--- config.mk ---
export PLATFORM = sky130hd
export DESIGN_NAME = pidfl_ctrl
export DESIGN_NICKNAME = d
export VERILOG_FILES = /design/src/rtl/pidfl_pkg.sv /design/src/rtl/pidfl_ctrl.sv
export SDC_FILE = /design/constraint.sdc
export NUM_CORES = 1
export LEC_CHECK = 0
export ABC_AREA = 0
export BUFFER_PORTS_ARGS = -buffer_cell sky130_fd_sc_hd__clkbuf_2
export CAP_MARGIN = 15
export CORE_AREA = 2 2 39 41
export DETAILED_ROUTE_END_ITERATION = 7
export DIE_AREA = 0 0 41 43
export SYNTH_ARGS = -nofsm -noshare
export SYNTH_HDL_FRONTEND = slang
export SYNTH_SLANG_ARGS = --single-unit
--- constraint.sdc ---
create_clock -name aclk -period 1.3 [get_ports aclk]
set_clock_uncertainty 0.05 [all_clocks]
set_input_delay 0.13 -clock aclk [delete_from_list [all_inputs] [get_ports aclk]]
set_output_delay 0.13 -clock aclk [all_outputs]
set_load 0.005 [all_outputs]
--- src/rtl/pidfl_pkg.sv ---
package pidfl_pkg;

    localparam int ID_W     = 8;
    localparam int HANDLE_W = 32;

    typedef enum logic [1:0] {
        FUNC_ALLOC = 2'd0,
        FUNC_FREE  = 2'd1,
        FUNC_FIND  = 2'd2,
        FUNC_FORCE = 2'd3
    } func_t;

    typedef enum logic [1:0] {
        STAT_OK       = 2'd0,
        STAT_NO_FREE  = 2'd1,
        STAT_BAD_ID   = 2'd2,
        STAT_NOT_FREE = 2'd3
    } status_t;

    typedef struct packed {
        func_t                func;
        logic [ID_W-1:0]      id;
        logic [HANDLE_W-1:0]  handle;
    } req_t;

    typedef struct packed {
        logic [ID_W-1:0]      out_id;
        logic [HANDLE_W-1:0]  out_handle;
        status_t              status;
    } rsp_t;

    typedef enum logic [2:0] {
        ST_INIT,
        ST_IDLE,
        ST_EXEC,
        ST_SCAN,
        ST_SWAP_A,
        ST_SWAP_B
    } state_t;

    typedef struct packed {
        logic init_step;
        logic accept;
        logic exec;
        logic scan_start;
        logic scan_next;
        logic swap_a;
        logic swap_b;
    } cmd_t;

    typedef struct packed {
        logic init_last;
        logic scan_needed;
        logic scan_hit;
        logic out_free;
    } sts_t;

endpackage

--- src/rtl/pidfl_ctrl.sv ---
module pidfl_ctrl
    import pidfl_pkg::*;
(
    input  logic  aclk,
    input  logic  aresetn,
    input  logic  s_valid,
    output logic  s_ready,
    input  sts_t  sts,
    output cmd_t  cmd
);

    state_t state_reg;
    state_t state_next;

    always_ff @(posedge aclk) begin
        if (!aresetn) begin
            state_reg <= ST_INIT;
        end else begin
            state_reg <= state_next;
        end
    end

    always_comb begin
        state_next = state_reg;
        unique case (state_reg)
            ST_INIT: begin
                if (sts.init_last) state_next = ST_IDLE;
            end
            ST_IDLE: begin
                if (s_valid) state_next = ST_EXEC;
            end
            ST_EXEC: begin
                priority if (sts.scan_needed) state_next = ST_SCAN;
                else if (sts.out_free)        state_next = ST_IDLE;
                else                          state_next = ST_EXEC;
            end
            ST_SCAN: begin
                if (sts.scan_hit) state_next = ST_SWAP_A;
            end
            ST_SWAP_A: begin
                state_next = ST_SWAP_B;
            end
            ST_SWAP_B: begin
                if (sts.out_free) state_next = ST_IDLE;
            end
            default: begin
                state_next = ST_INIT;
            end
        endcase
    end

    always_comb begin
        cmd     = '0;
        s_ready = 1'b0;
        unique case (state_reg)
            ST_INIT: begin
                cmd.init_step = 1'b1;
            end
            ST_IDLE: begin
                s_ready    = 1'b1;
                cmd.accept = s_valid;
            end
            ST_EXEC: begin
                cmd.scan_start = sts.scan_needed;
                cmd.exec       = !sts.scan_needed && sts.out_free;
            end
            ST_SCAN: begin
                cmd.scan_next = !sts.scan_hit;
            end
            ST_SWAP_A: begin
                cmd.swap_a = 1'b1;
            end
            ST_SWAP_B: begin
                cmd.swap_b = sts.out_free;
            end
            default: begin
                cmd = '0;
            end
        endcase
    end

endmodule

# [Word level (Yosys, flattened, before mapping)]
# Index checks and enable logic that the tools add are counted.
[classes] n_reduce_logical=5 eq_ne=9 mux=14
[op_table] cell="case mux 3 bit (6 select lines)" n=1
[op_table] cell="2-to-1 mux 3 bit" n=4
[op_table] cell="inequality test 2 bit (second input constant)" n=4
[op_table] cell="equality test 3 x 2 -> 1 bit (second input constant)" n=2
[op_table] cell="equality test 3 bit (second input constant)" n=2
[op_table] cell="2-to-1 mux 1 bit" n=6
[op_table] cell="2-to-1 mux 2 bit" n=3
[op_table] cell="AND reduction 4 bit" n=1
[op_table] cell="equality test 3 x 1 -> 1 bit (second input constant)" n=1
[op_table] cell="logical NOT 3 bit" n=1
[op_table] cell="logical NOT 1 bit" n=2
[op_table] cell="logical AND 1 bit" n=1
[word_totals] ff_bits=3 output_inout_bits=8 elab_cells=29 inputBits=7

# [Longest topological paths before layout]
[depth] word_depth=3 ltp_mapped=3 depth_no_buf=3

# [Least setup slack after synthesis]
# OpenSTA, ideal clock, no wires.
[synth_timing] kind="reg-to-output" startpoint="reg state_reg[2]" endpoint="out cmd[4] in the netlist's numbering" n_path_buf=0 required_ns=1.120 setup_slack_ns=0.232 stages_incl_launch_ff=3 arrival_ns=0.888 path_cell_list="dfxtp_1 -> nand2b_2 -> nor4b_1"
[synth_rtl] element="from (decl)" line_no="pidfl_ctrl.sv:12" text="state_t state_reg;"
[synth_rtl] element="from (signal assigned)" line_no="pidfl_ctrl.sv:19" text="state_reg <= state_next;"
[synth_rtl] element="to (decl)" line_no="pidfl_ctrl.sv:9" text="output cmd_t cmd"

==> summary.md <==
| Metric | Value |
|---|---|
| Worst slew pin tran | `roughly 0.27 ns` |
| Most frequent cell after synthesis | `nor2_1` |
| Worst path bufs/invs | `2` |
| #FFs+latches synth | `3` |
| R2R Setup Slk | `0.17 ns` |
| Required @ worst endpoint | `about 1.1 ns` |
| CTS tree | `built` |
| WL/cell | `10.75 um` |
| Hold-fix buffers, CTS | `0` |
| Row cnt | `14` |
| Leading area contributor after synthesis | `dfxtp_1` |
| H-tree depth | `1` |
| Share of cells above drive strength 1 | `60.42%` |
| Detail Route Antenna Nets | `0` |
| Detailed placer's ending HPWL | `505.1 um` |
| Syn Nets | `35` |
| Vias in the first global route | `between 200 and 300` |
| Class of the worst hold path | `input port to register` |
| Final setup vio count | `0` |
| RSZ-0062 raised after global routing | `yes` |
| IO Port Bufs | `14` |
| Clk sinks | `3` |
| First-pass GRT wire length | `979 um` |
| Leak Pwr | `~0.00018 uW` |
| CP Class | `register to output port` |
| Critical R2R Launch | `state_reg[1]` |
| Synth area leaders | `dfxtp_1 (26%), nor2_1 (6.5%), nor3b_1 (6.5%)` |
| Critical Path Sink Type | `output port` |
| Post-synthesis sequential area ratio | `25.95%` |
| Final #Nets | `56` |
| Pwr dens | `915.9 nW/um^2` |
| Register clock-pin slew on the reported worst setup and hold paths | `0.04 ns` |
| Synth top area share | `25.95%` |
| HP Start | `aresetn` |
| Initial Util | `16.73%` |
| Asr flop ratio synth | `0%` |
| Iteration-0 DRC Markers | `6` |
| Crit-path cells | `buf_6 -> and4bb_2 -> clkbuf_2` |
| Final Max Slew Viols | `0` |
| Critical Path Source Type | `register` |
| Total of max-cap violations | `0` |
| Top_reg_cell synth | `dfxtp_1` |
| Post-Route WL | `688 um` |
| Synth cell count leaders | `nor2_1 (4), dfxtp_1 (3), nor3_1 (2), nor3b_1 (2), o21a_1 (2)` |
| Worst Reg2Reg Path Length in Cells | `4` |
| Area growth syn-to-layout | `73.51%` |
| TritonCTS buffer count | `3` |
| DR DRC count | `0` |
| Pre-antenna DRT Iters | `2` |
| WP data arrival | `approximately 1.1 ns` |
| Reg-to-Reg End | `state_reg[0]` |
| Crit share post-route | `97.10%` |
| RePlAce Congestion | `roughly 0.64` |
| Remaining Overflow, GRT | `0` |
| Rel. slew slack | `81.79%` |
| Worst Hold Path EP | `state_reg[1]` |
| Fmax | `792.2 MHz` |
| Final worst path period need | `around 1.3 ns` |
| Area of the core | `1384 sq um` |
| Die area | `1763 sq um` |
| VDD IR max | `between 0.4 and 0.5 mV` |
| Post-CTS Setup Repair Bufs | `0` |
| Synth warn | `0` |
| Final Hold Vio Count | `0` |
| Largest net degree at the start of global routing | `10` |
| Worst-Skew Late Latency | `0.23 ns` |
| Post-synth EDFFs | `0` |
| Slowest CP cell | `dfxtp_2` |
| Syn Inst Count | `28` |
| Via Count | `285` |
| Fin Hold WS | `0.1045 ns` |
| Distinct cell type count after synthesis | `20` |
| Synthesized area | `231.5 sq um` |
| Clock Path Buffers | `2` |
| Layout fillers | `between 150 and 200` |
| Status | `finished, final reports clean` |
| Vias/cell | `around 4.5` |
| Max Fanout on Critical Path | `6` |
| Final core utilization | `29.02%` |
| Delay-heaviest family, CP | `flip-flops` |
| Ports | `15` |
| Syn_area_per_cell | `8.267 sq um` |
| WHS Path Cells | `2` |
| Die Wd | `41 um` |
| Chip height | `43 um` |
| Root buf cell | `clkbuf_4` |
| N_diodes | `0` |
| Critical Path Max Stage Delay | `0.33 ns` |
| Total Routing Usage GR | `8.617%` |
| Initial antenna violation count | `0` |
| Largest register FFs | `3` |
[cell families after synthesis]
group / share of synthesized area (%)
AND/OR/NAND/NOR: 50.27
buffers and inverters: 2.160
flip-flops: 25.95
AO/OA/AOI/OAI: 21.62
[per-stage QoR]
stage	area [sq um]	power [uW]	setup TNS, ns	instances	worst slack, ns
floorplan	231.5	155.3	0	28	0.2320
global placement	339.1	197.6	0	60	0.1014
detailed placement	339.1	198.9	0	60	0.1224
CTS	387.9	377.3	-0.001748	64	-0.001748
global route	401.6	392.8	-0.02957	64	-0.01669
finish	401.6	367.9	0	64	0.03768
[worst max-delay path by stage]
stage             end         start  slack, ns  cells past startpoint
2_1_floorplan  cmd[4]  state_reg[2]       0.23                      2
3_3_place_gp   cmd[4]  state_reg[2]       0.10                      3
3_5_place_dp   cmd[4]  state_reg[2]       0.12                      3
4_1_cts        cmd[2]  state_reg[2]     -0.002                      3
5_1_grt        cmd[5]  state_reg[0]      -0.02                      3
6_report       cmd[2]  state_reg[2]       0.04                      3
[metal layers]
metal	GRT usage (%)	vias up	wire length, um
met2	12.81	8	367
met1	9.585	127	279
met4	8.000	0	0
li1	-	150	-
met5	0	-	0
met3	1.571	0	41
[cell type report]
class                      count  area (sq um)  area share, %
sequential                     3         68.82          17.13
multi-input combinational     24         190.2          47.35
timing repair buffer          17         96.34          23.99
tap                           16         20.02          4.984
clock buffer                   4         26.28          6.542
[placed cells by master (no fill, tap or decap)]
cell type,n
a21oi_1,1
a221oi_1,1
a32o_1,1
and2_1,1
and2b_1,1
and4b_1,1
and4bb_2,1
buf_2,2
buf_4,2
buf_6,1
clkbuf_1,1
clkbuf_2,12
clkbuf_4,3
dfxtp_2,1
dfxtp_4,2
nand2_1,1
nand2b_4,2
nor2_1,4
nor3_1,2
nor3b_1,1
nor3b_2,2
nor4b_2,1
o21a_1,2
o21ai_0,1
o22ai_1,1
[power by group]
group          internal, uW  leakage, uW  switching, uW  total, uW
clock                   115    0.0000150           45.8        161
combinational          51.4     0.000139           41.9       93.3
sequential              101    0.0000264           13.2        114
[worst reg2reg max path, cell delays in order (launching register included)]
cell	delay (ns)
dfxtp_4	0.35
buf_4	0.15
nor3_1	0.17
nor3b_1	0.07
a32o_1	0.22
[what timing repair did]
item | CTS | global route
pin swaps | 0 | 2
gates resized for setup | 6 | 6
endpoints found under the setup margin | 5 | 4
Note: power is estimated with default switching activity, not from simulation.
